### src/rtl/core/jsesc_pkg.sv
// Shared types, constants and the lookup table of the JSON string escaper.
package jsesc_pkg;

    localparam int COUNT_WIDTH = 16;
    localparam int CAP_WIDTH = 16;
    localparam int SUM_WIDTH = ((COUNT_WIDTH > CAP_WIDTH) ? COUNT_WIDTH : CAP_WIDTH) + 1;
    localparam int PIECE_MAX = 6;
    localparam int LEN_W = 3;
    localparam int QUEUE_DEPTH = 4;
    localparam int QPTR_W = 2;

    localparam logic [1:0] CMD_START = 2'd0;
    localparam logic [1:0] CMD_OPEN = 2'd1;
    localparam logic [1:0] CMD_BYTE = 2'd2;
    localparam logic [1:0] CMD_CLOSE = 2'd3;

    localparam logic [CAP_WIDTH-1:0] CAP_RESET = CAP_WIDTH'(256);

    localparam logic [7:0] CHAR_QUOTE = 8'h22;
    localparam logic [7:0] CHAR_BSLASH = 8'h5C;
    localparam logic [7:0] CHAR_U = 8'h75;
    localparam logic [7:0] CTRL_LIMIT = 8'h20;

    typedef struct packed {
        logic [PIECE_MAX-1:0][7:0] bytes;
        logic [LEN_W-1:0]          len;
        logic                      present;
        logic                      wvalid;
    } piece_t;

    localparam logic [15:0] CP850_MAP [128] = '{
        16'h00c7, 16'h00fc, 16'h00e9, 16'h00e2, 16'h00e4, 16'h00e0, 16'h00e5, 16'h00e7,
        16'h00ea, 16'h00eb, 16'h00e8, 16'h00ef, 16'h00ee, 16'h00ec, 16'h00c4, 16'h00c5,
        16'h00c9, 16'h00e6, 16'h00c6, 16'h00f4, 16'h00f6, 16'h00f2, 16'h00fb, 16'h00f9,
        16'h00ff, 16'h00d6, 16'h00dc, 16'h00f8, 16'h00a3, 16'h00d8, 16'h00d7, 16'h0192,
        16'h00e1, 16'h00ed, 16'h00f3, 16'h00fa, 16'h00f1, 16'h00d1, 16'h00aa, 16'h00ba,
        16'h00bf, 16'h00ae, 16'h00ac, 16'h00bd, 16'h00bc, 16'h00a1, 16'h00ab, 16'h00bb,
        16'h2591, 16'h2592, 16'h2593, 16'h2502, 16'h2524, 16'h00c1, 16'h00c2, 16'h00c0,
        16'h00a9, 16'h2563, 16'h2551, 16'h2557, 16'h255d, 16'h00a2, 16'h00a5, 16'h2510,
        16'h2514, 16'h2534, 16'h252c, 16'h251c, 16'h2500, 16'h253c, 16'h00e3, 16'h00c3,
        16'h255a, 16'h2554, 16'h2569, 16'h2566, 16'h2560, 16'h2550, 16'h256c, 16'h00a4,
        16'h00f0, 16'h00d0, 16'h00ca, 16'h00cb, 16'h00c8, 16'h0131, 16'h00cd, 16'h00ce,
        16'h00cf, 16'h2518, 16'h250c, 16'h2588, 16'h2584, 16'h00a6, 16'h00cc, 16'h2580,
        16'h00d3, 16'h00df, 16'h00d4, 16'h00d2, 16'h00f5, 16'h00d5, 16'h00b5, 16'h00fe,
        16'h00de, 16'h00da, 16'h00db, 16'h00d9, 16'h00fd, 16'h00dd, 16'h00af, 16'h00b4,
        16'h00ad, 16'h00b1, 16'h2017, 16'h00be, 16'h00b6, 16'h00a7, 16'h00f7, 16'h00b8,
        16'h00b0, 16'h00a8, 16'h00b7, 16'h00b9, 16'h00b3, 16'h00b2, 16'h25a0, 16'h00a0
    };

    function automatic logic [7:0] hex_char(input logic [3:0] nib);
        logic [7:0] c;
        if (nib < 4'd10)
        begin
            c = 8'h30 + {4'h0, nib};
        end
        else
        begin
            c = 8'h57 + {4'h0, nib};
        end
        return c;
    endfunction

endpackage

### src/rtl/core/jsesc_front.sv
// Front end: accepts words, builds the escape piece and checks it against the capacity.
module jsesc_front (
    input  logic                  clk,
    input  logic                  rst_n,
    input  logic                  cfg_valid,
    input  logic [15:0]           cfg_data,
    input  logic                  push,
    input  logic [1:0]            cmd,
    input  logic [7:0]            char_byte,
    input  logic                  cp850_mode,
    output jsesc_pkg::piece_t     piece
);

    logic [jsesc_pkg::CAP_WIDTH-1:0]   cap_reg;
    logic [jsesc_pkg::COUNT_WIDTH-1:0] used_reg;
    logic [jsesc_pkg::COUNT_WIDTH-1:0] used_next;
    logic                              valid_reg;
    logic                              valid_next;

    logic [jsesc_pkg::PIECE_MAX-1:0][7:0] bytes;
    logic [jsesc_pkg::LEN_W-1:0]          len;
    logic [15:0]                          code;
    logic [jsesc_pkg::SUM_WIDTH-1:0]      sum;
    logic                                 fits;

    always_comb
    begin
        bytes = '0;
        code = jsesc_pkg::CP850_MAP[char_byte[6:0]];
        if (char_byte < jsesc_pkg::CTRL_LIMIT)
        begin
            code = {8'h00, char_byte};
        end
        if (cmd != jsesc_pkg::CMD_BYTE)
        begin
            bytes[0] = jsesc_pkg::CHAR_QUOTE;
            len = jsesc_pkg::LEN_W'(1);
        end
        else if (char_byte == jsesc_pkg::CHAR_QUOTE || char_byte == jsesc_pkg::CHAR_BSLASH)
        begin
            bytes[0] = jsesc_pkg::CHAR_BSLASH;
            bytes[1] = char_byte;
            len = jsesc_pkg::LEN_W'(2);
        end
        else if (char_byte < jsesc_pkg::CTRL_LIMIT || (cp850_mode && char_byte[7]))
        begin
            bytes[0] = jsesc_pkg::CHAR_BSLASH;
            bytes[1] = jsesc_pkg::CHAR_U;
            bytes[2] = jsesc_pkg::hex_char(code[15:12]);
            bytes[3] = jsesc_pkg::hex_char(code[11:8]);
            bytes[4] = jsesc_pkg::hex_char(code[7:4]);
            bytes[5] = jsesc_pkg::hex_char(code[3:0]);
            len = jsesc_pkg::LEN_W'(6);
        end
        else
        begin
            bytes[0] = char_byte;
            len = jsesc_pkg::LEN_W'(1);
        end
    end

    assign sum = jsesc_pkg::SUM_WIDTH'(used_reg) + jsesc_pkg::SUM_WIDTH'(len);
    assign fits = (sum < jsesc_pkg::SUM_WIDTH'(cap_reg))
        && (sum <= jsesc_pkg::SUM_WIDTH'({jsesc_pkg::COUNT_WIDTH{1'b1}}));

    always_comb
    begin
        used_next = used_reg;
        valid_next = valid_reg;
        piece.bytes = '0;
        piece.len = jsesc_pkg::LEN_W'(1);
        piece.present = 1'b0;
        if (cmd == jsesc_pkg::CMD_START)
        begin
            used_next = '0;
            valid_next = (cap_reg != '0);
        end
        else if (!valid_reg)
        begin
            valid_next = 1'b0;
        end
        else if (cmd == jsesc_pkg::CMD_BYTE && char_byte == 8'h00)
        begin
            valid_next = 1'b1;
        end
        else if (fits)
        begin
            used_next = sum[jsesc_pkg::COUNT_WIDTH-1:0];
            piece.bytes = bytes;
            piece.len = len;
            piece.present = 1'b1;
        end
        else
        begin
            valid_next = 1'b0;
        end
        piece.wvalid = valid_next;
    end

    always_ff @(posedge clk or negedge rst_n)
    begin
        if (!rst_n)
        begin
            cap_reg <= jsesc_pkg::CAP_RESET;
            used_reg <= '0;
            valid_reg <= 1'b0;
        end
        else
        begin
            if (cfg_valid)
            begin
                cap_reg <= cfg_data;
            end
            if (push)
            begin
                used_reg <= used_next;
                valid_reg <= valid_next;
            end
        end
    end

endmodule

### src/rtl/core/jsesc_queue.sv
// Short queue of escape pieces between the front end and the byte sequencer.
module jsesc_queue (
    input  logic              clk,
    input  logic              rst_n,
    input  logic              push,
    input  jsesc_pkg::piece_t wr_data,
    input  logic              pop,
    output jsesc_pkg::piece_t rd_data,
    output logic              full,
    output logic              not_empty
);

    jsesc_pkg::piece_t                 mem_reg [jsesc_pkg::QUEUE_DEPTH];
    logic [jsesc_pkg::QPTR_W-1:0]      wr_ptr_reg;
    logic [jsesc_pkg::QPTR_W-1:0]      rd_ptr_reg;
    logic [jsesc_pkg::QPTR_W:0]        count_reg;

    assign rd_data = mem_reg[rd_ptr_reg];
    assign full = (count_reg == (jsesc_pkg::QPTR_W + 1)'(jsesc_pkg::QUEUE_DEPTH));
    assign not_empty = (count_reg != '0);

    always_ff @(posedge clk)
    begin
        if (push)
        begin
            mem_reg[wr_ptr_reg] <= wr_data;
        end
    end

    always_ff @(posedge clk or negedge rst_n)
    begin
        if (!rst_n)
        begin
            wr_ptr_reg <= '0;
            rd_ptr_reg <= '0;
            count_reg <= '0;
        end
        else
        begin
            if (push)
            begin
                wr_ptr_reg <= wr_ptr_reg + jsesc_pkg::QPTR_W'(1);
            end
            if (pop)
            begin
                rd_ptr_reg <= rd_ptr_reg + jsesc_pkg::QPTR_W'(1);
            end
            if (push && !pop)
            begin
                count_reg <= count_reg + (jsesc_pkg::QPTR_W + 1)'(1);
            end
            else if (pop && !push)
            begin
                count_reg <= count_reg - (jsesc_pkg::QPTR_W + 1)'(1);
            end
        end
    end

endmodule

### src/rtl/core/jsesc_back.sv
// Back end: sends the bytes of each queued piece as one result word per cycle while res_stall is low.
module jsesc_back (
    input  logic              clk,
    input  logic              rst_n,
    input  jsesc_pkg::piece_t rd_data,
    input  logic              not_empty,
    output logic              pop,
    output logic              res_valid,
    input  logic              res_stall,
    output logic [7:0]        out_byte,
    output logic              byte_present,
    output logic              writer_valid,
    output logic              last_of_run
);

    jsesc_pkg::piece_t            piece_reg;
    logic [jsesc_pkg::LEN_W-1:0]  idx_reg;
    logic [jsesc_pkg::LEN_W-1:0]  idx_next;
    logic                         busy_reg;
    logic                         busy_next;
    logic                         fire;

    assign res_valid = busy_reg;
    assign out_byte = piece_reg.bytes[idx_reg];
    assign byte_present = piece_reg.present;
    assign writer_valid = piece_reg.wvalid;
    assign last_of_run = (idx_reg == piece_reg.len - jsesc_pkg::LEN_W'(1));
    assign fire = busy_reg && !res_stall;
    assign pop = not_empty && (!busy_reg || (fire && last_of_run));

    always_comb
    begin
        idx_next = idx_reg;
        busy_next = busy_reg;
        if (pop)
        begin
            idx_next = '0;
            busy_next = 1'b1;
        end
        else if (fire && last_of_run)
        begin
            busy_next = 1'b0;
        end
        else if (fire)
        begin
            idx_next = idx_reg + jsesc_pkg::LEN_W'(1);
        end
    end

    always_ff @(posedge clk)
    begin
        if (pop)
        begin
            piece_reg <= rd_data;
        end
    end

    always_ff @(posedge clk or negedge rst_n)
    begin
        if (!rst_n)
        begin
            idx_reg <= '0;
            busy_reg <= 1'b0;
        end
        else
        begin
            idx_reg <= idx_next;
            busy_reg <= busy_next;
        end
    end

endmodule

### src/rtl/core/json_string_escaper_cp850_core.sv
// Top level of the JSON string escaper with bounded output and CP850 mapping.
// The front end takes one command word per cycle while its four-entry piece queue has room,
// escapes it and checks it against the capacity from cfg_data; the back end sends one result
// word per cycle while res_stall is low, each word giving one result word per piece byte: one
// for a command that emits nothing or one byte, two for an escaped quote or backslash, six
// for a \u escape. A piece is registered in the queue, then in the back-end piece register.
// Capacity writes on cfg_data are always taken and should be made while the block is idle.
module json_string_escaper_cp850_core (
    input  logic        clk,
    input  logic        rst_n,
    input  logic        cfg_valid,
    output logic        cfg_ready,
    input  logic [15:0] cfg_data,
    input  logic        item_valid,
    output logic        item_stall,
    input  logic [1:0]  cmd,
    input  logic [7:0]  char_byte,
    input  logic        cp850_mode,
    output logic        res_valid,
    input  logic        res_stall,
    output logic [7:0]  out_byte,
    output logic        byte_present,
    output logic        writer_valid,
    output logic        last_of_run
);

    jsesc_pkg::piece_t wr_piece;
    jsesc_pkg::piece_t rd_piece;
    logic              push;
    logic              pop;
    logic              full;
    logic              not_empty;

    assign cfg_ready = 1'b1;
    assign item_stall = full;
    assign push = item_valid && !full;

    jsesc_front u_front (
        .clk        (clk),
        .rst_n      (rst_n),
        .cfg_valid  (cfg_valid),
        .cfg_data   (cfg_data),
        .push       (push),
        .cmd        (cmd),
        .char_byte  (char_byte),
        .cp850_mode (cp850_mode),
        .piece      (wr_piece)
    );

    jsesc_queue u_queue (
        .clk       (clk),
        .rst_n     (rst_n),
        .push      (push),
        .wr_data   (wr_piece),
        .pop       (pop),
        .rd_data   (rd_piece),
        .full      (full),
        .not_empty (not_empty)
    );

    jsesc_back u_back (
        .clk          (clk),
        .rst_n        (rst_n),
        .rd_data      (rd_piece),
        .not_empty    (not_empty),
        .pop          (pop),
        .res_valid    (res_valid),
        .res_stall    (res_stall),
        .out_byte     (out_byte),
        .byte_present (byte_present),
        .writer_valid (writer_valid),
        .last_of_run  (last_of_run)
    );

endmodule
### config.mk
export PLATFORM = sky130hd
export DESIGN_NAME = json_string_escaper_cp850_core
export DESIGN_NICKNAME = d
export VERILOG_FILES = /design/src/rtl/core/jsesc_pkg.sv /design/src/rtl/core/jsesc_front.sv /design/src/rtl/core/jsesc_queue.sv /design/src/rtl/core/jsesc_back.sv /design/src/rtl/core/json_string_escaper_cp850_core.sv
export SDC_FILE = /design/constraint.sdc
export NUM_CORES = 1
export LEC_CHECK = 0
export BUFFER_PORTS_ARGS = -buffer_cell sky130_fd_sc_hd__buf_2
export CAP_MARGIN = 20
export CELL_PAD_IN_SITES_DETAIL_PLACEMENT = 1
export CELL_PAD_IN_SITES_GLOBAL_PLACEMENT = 1
export CORE_ASPECT_RATIO = 1.25
export CORE_MARGIN = 1
export CORE_UTILIZATION = 35
export DETAILED_ROUTE_END_ITERATION = 7
export HOLD_SLACK_MARGIN = 0.02
export PLACE_DENSITY_LB_ADDON = 0.1
export SYNTH_ARGS = -nofsm -noshare
export SYNTH_HDL_FRONTEND = slang
export SYNTH_SLANG_ARGS = --single-unit
### constraint.sdc
create_clock -name clk -period 6.2 [get_ports clk]
set_clock_uncertainty 0.15 [all_clocks]
set_input_delay 1.86 -clock clk [delete_from_list [all_inputs] [get_ports clk]]
set_output_delay 1.86 -clock clk [all_outputs]
set_load 0.02 [all_outputs]
==> metrics.md <==
| Metric | Value |
|---|---|
| Flip-flop and latch count after synthesis | `234` |
| Horiz. Die Dim | `166.9 um` |
| Routed Wire Length | `between 30000 and 40000 um` |
| Final HPWL from detailed placement | `between 20000 and 25000 um` |
| Final hold violations | `0` |
| Power density cells | `373.4 nW/um2` |
| Total instance count after detailed placement | `1416` |
| IO buf count | `44` |
| Sequential cell area in the final layout | `6810 um2` |
| Clock Root Buffer | `sky130_fd_sc_hd__clkbuf_16` |
| CP Capture Type | `flop` |
| Area of the die | `34750 um2` |
| Data required time of the worst path | `~6.5 ns` |
| Most common cell after layout, fill and taps aside | `sky130_fd_sc_hd__edfxtp_1` |
| Final Worst Setup Slack | `0.3139 ns` |
| Antenna Cells | `0` |
| Tot Pwr | `~0.0052 W` |
| Number of antenna violations at the first check in global routing | `0` |
| Synth area leaders | `sky130_fd_sc_hd__edfxtp_1 (48%), sky130_fd_sc_hd__dfrtp_1 (9.0%), sky130_fd_sc_hd__mux4_2 (8.1%)` |
| Clock latency on the worst-skew pair | `0.53 ns` |
| Async S/R FF share, synth | `0.1880` |
| FMAX | `0.1699 GHz` |
| Most used flip-flop cell after synthesis | `sky130_fd_sc_hd__edfxtp_1` |
| Number of I/O pins | `46` |
| Area of the placeable core | `33500 um2` |
| Post-Syn Area per Cell | `12.85 um2` |
| Worst slew pin tran | `approximately 0.94 ns` |
| Post-Place Setup Slack | `-0.2622 ns` |
| Most used cells in the layout excluding fill and tap cells | `sky130_fd_sc_hd__edfxtp_1 (190), sky130_fd_sc_hd__buf_4 (79), sky130_fd_sc_hd__nand2_1 (66)` |
| Count of hold-fix buffers inserted at cts | `0` |
| Maximum fanout along the worst path | `12` |
| Routed wire per std cell | `22.10 um` |
| Final setup violation count | `0` |
| ANT nets after route | `0` |
| Clock tree from TritonCTS | `built` |
| Post-synth top area cell | `sky130_fd_sc_hd__edfxtp_1` |
| Post-synth cell types | `83` |
| Nets | `1087` |
| Largest register FFs | `152` |
| Ratio of routed vias to standard cells | `about 5.5` |
| Largest net degree at the start of global routing | `69` |
| Via count of the first global-routing pass | `8586` |
| Clock slew seen by the registers of the worst setup and hold paths | `approximately 0.060 ns` |
| Final standard cell utilization of the core | `0.4152` |
| Sort of element at the start of the critical path | `input port` |
| Number of filler cells placed in the layout | `between 3000 and 4000` |
| Post-synth top area share | `0.4794` |
| Hold slack final | `0.3676 ns` |
| Outcome | `completed` |
| Clock period minus final worst setup slack | `5.886 ns` |
| First-pass GRT wire length | `50910 um` |
| Overall global routing resource usage | `0.1918` |
| Site row count | `75` |
| Max IR drop VDD | `approximately 0.20 mV` |
| Chip height | `208.2 um` |
| Type of the tightest min-delay check | `reg -> reg` |
| Total number of yosys warnings | `0` |
| Clk sink count | `between 200 and 250` |
| Remaining global-route overflow | `0` |
| Number of search-and-repair iterations in the first detailed-routing pass | `5` |
| Relative slew margins | `0.3701` |
| Fraction of final layout cells sized beyond drive strength 1 | `0.2483` |
| RSZ-0062 raised after global routing | `false` |
| Final Max Slew Viols | `0` |
| Routed vias | `7970` |
| Number of levels in the clock H-tree | `1` |
| Area used by multi-input combinational logic | `approximately 4800 um2` |
| Number of standard cells after synthesis | `a little over 900` |
| Layout overhead on the synthesized area | `16.88%` |
| TritonCTS buffer count | `25` |
| Post-synthesis cell area | `11900 um2` |
| Post-route clock period utilization | `0.9494` |
| Total of max-cap violations | `0` |
| Post-route non-filler standard cell count | `about 1500` |
| DRT iter0 DRCs | `475` |
| Slack of the worst reg-to-reg path | `2.36 ns` |
| Number of synthesized flops with an enable pin | `190` |
| Maximum buffer depth of the clock tree | `3` |
| Initial Utilization | `0.3553` |
| Routability congestion estimate | `0.8247` |
| Sequential cell area fraction in the yosys report | `0.5720` |
| Worst setup path class | `in -> reg` |
| Crit path arrival time | `6.14 ns` |
| Leak pwr | `5.144 nW` |
| DRC violations left | `0` |
[synth_stat cells, drive strengths merged, types with 19 or more instances]
cell / number
edfxtp: 190
nand2: 66
nor2: 45
inv: 44
dfrtp: 43
mux4: 43
o21ai: 39
a21oi: 34
ha: 33
buf: 30
clkbuf: 30
nand3: 22
nor2b: 20
nor3: 19
xnor2: 19
[cell families (layout without fill, tap and decap cells)]
kind of cell	Yosys count	count (layout)	share of synthesized area
AND/OR/NAND/NOR	255	255	0.1108
flip-flops	234	234	0.5720
adder cells (fa/ha/maj)	36	36	0.03890
multiplexers	62	62	0.09777
other	2	5	0.0006310
AO/OA/AOI/OAI	203	203	0.1193
XOR/XNOR	28	28	0.02061
buffers and inverters	106	216	0.03995
[worst paths after layout]
| kind | from | to | cells past startpoint |
|---|---|---|---|
| max reg2reg | u_front.used_reg[0]$_DFFE_PN0P_ | u_queue.mem_reg[3][9]$_DFFE_PP_ | 17 |
| min reg2reg | u_front.used_reg[0]$_DFFE_PN0P_ | u_front.used_reg[0]$_DFFE_PN0P_ | 1 |
| min | u_front.used_reg[0]$_DFFE_PN0P_ | u_front.used_reg[0]$_DFFE_PN0P_ | 1 |
| max in group asynchronous | rst_n | u_queue.rd_ptr_reg[0]$_DFFE_PN0P_ | 2 |
| min in group asynchronous | rst_n | u_front.used_reg[12]$_DFFE_PN0P_ | 2 |
| max | char_byte[1] | u_queue.mem_reg[3][9]$_DFFE_PP_ | 26 |
[final cells by class]
type	count	share of cell area
Inverter	46	0.01331
Timing Repair Buffer	124	0.05990
Multi-Input combinational cell	589	0.3466
Sequential cell	234	0.4896
Tap cell	423	0.03805
Clock inverter	15	0.005936
Clock buffer	31	0.04659
[where the power goes]
| part | switching, W | internal, W |
|---|---|---|
| Clock | 0.000611 | 0.000745 |
| Sequential | 0.000168 | 0.00212 |
| Combinational | 0.000887 | 0.000661 |
[metal layers]
metal / track usage / wire length, um / vias to the layer above
met5: 0 / 0 / -
met4: 0.06865 / 1009 / 0
met3: 0.02035 / 959 / 57
met2: 0.3380 / 16560 / 160
met1: 0.2432 / 13780 / 4024
li1: - / - / 3729
[repair_timing]
item / 4_1_cts / 5_1_grt
buffers inserted: 0 / 0
resized for setup: 0 / 2
setup endpoints to repair: 0 / 36
[through the flow]
stage          TNS [ns]  instance area [um2]
2_1_floorplan    -7.874                12160
3_3_place_gp     -9.685                13170
3_5_place_dp     -23.97                13170
4_1_cts               0                13900
5_1_grt               0                13910
6_report              0                13910
[critical path, stage by stage]
cell                       delay, ns
sky130_fd_sc_hd__buf_2          0.17
sky130_fd_sc_hd__inv_8          0.04
sky130_fd_sc_hd__ha_4           0.15
sky130_fd_sc_hd__nand4_1        0.08
sky130_fd_sc_hd__nor4_2         0.05
sky130_fd_sc_hd__a31o_2         0.24
sky130_fd_sc_hd__nor3_4         0.23
sky130_fd_sc_hd__nor2_4         0.06
sky130_fd_sc_hd__inv_1          0.06
sky130_fd_sc_hd__ha_2           0.18
sky130_fd_sc_hd__inv_2          0.04
sky130_fd_sc_hd__fa_2           0.33
sky130_fd_sc_hd__nand2b_1       0.09
sky130_fd_sc_hd__o211ai_1       0.12
sky130_fd_sc_hd__a21oi_2        0.22
sky130_fd_sc_hd__and4_1         0.26
sky130_fd_sc_hd__xor2_1         0.18
sky130_fd_sc_hd__ha_1           0.26
sky130_fd_sc_hd__a21o_1         0.17
sky130_fd_sc_hd__a21oi_2        0.17
sky130_fd_sc_hd__nand2_1        0.07
sky130_fd_sc_hd__and4b_1        0.31
sky130_fd_sc_hd__nand2_1        0.11
sky130_fd_sc_hd__buf_12         0.16
sky130_fd_sc_hd__a211oi_2       0.33
sky130_fd_sc_hd__buf_4          0.19
No activity file was read; power rests on OpenSTA's default activity.
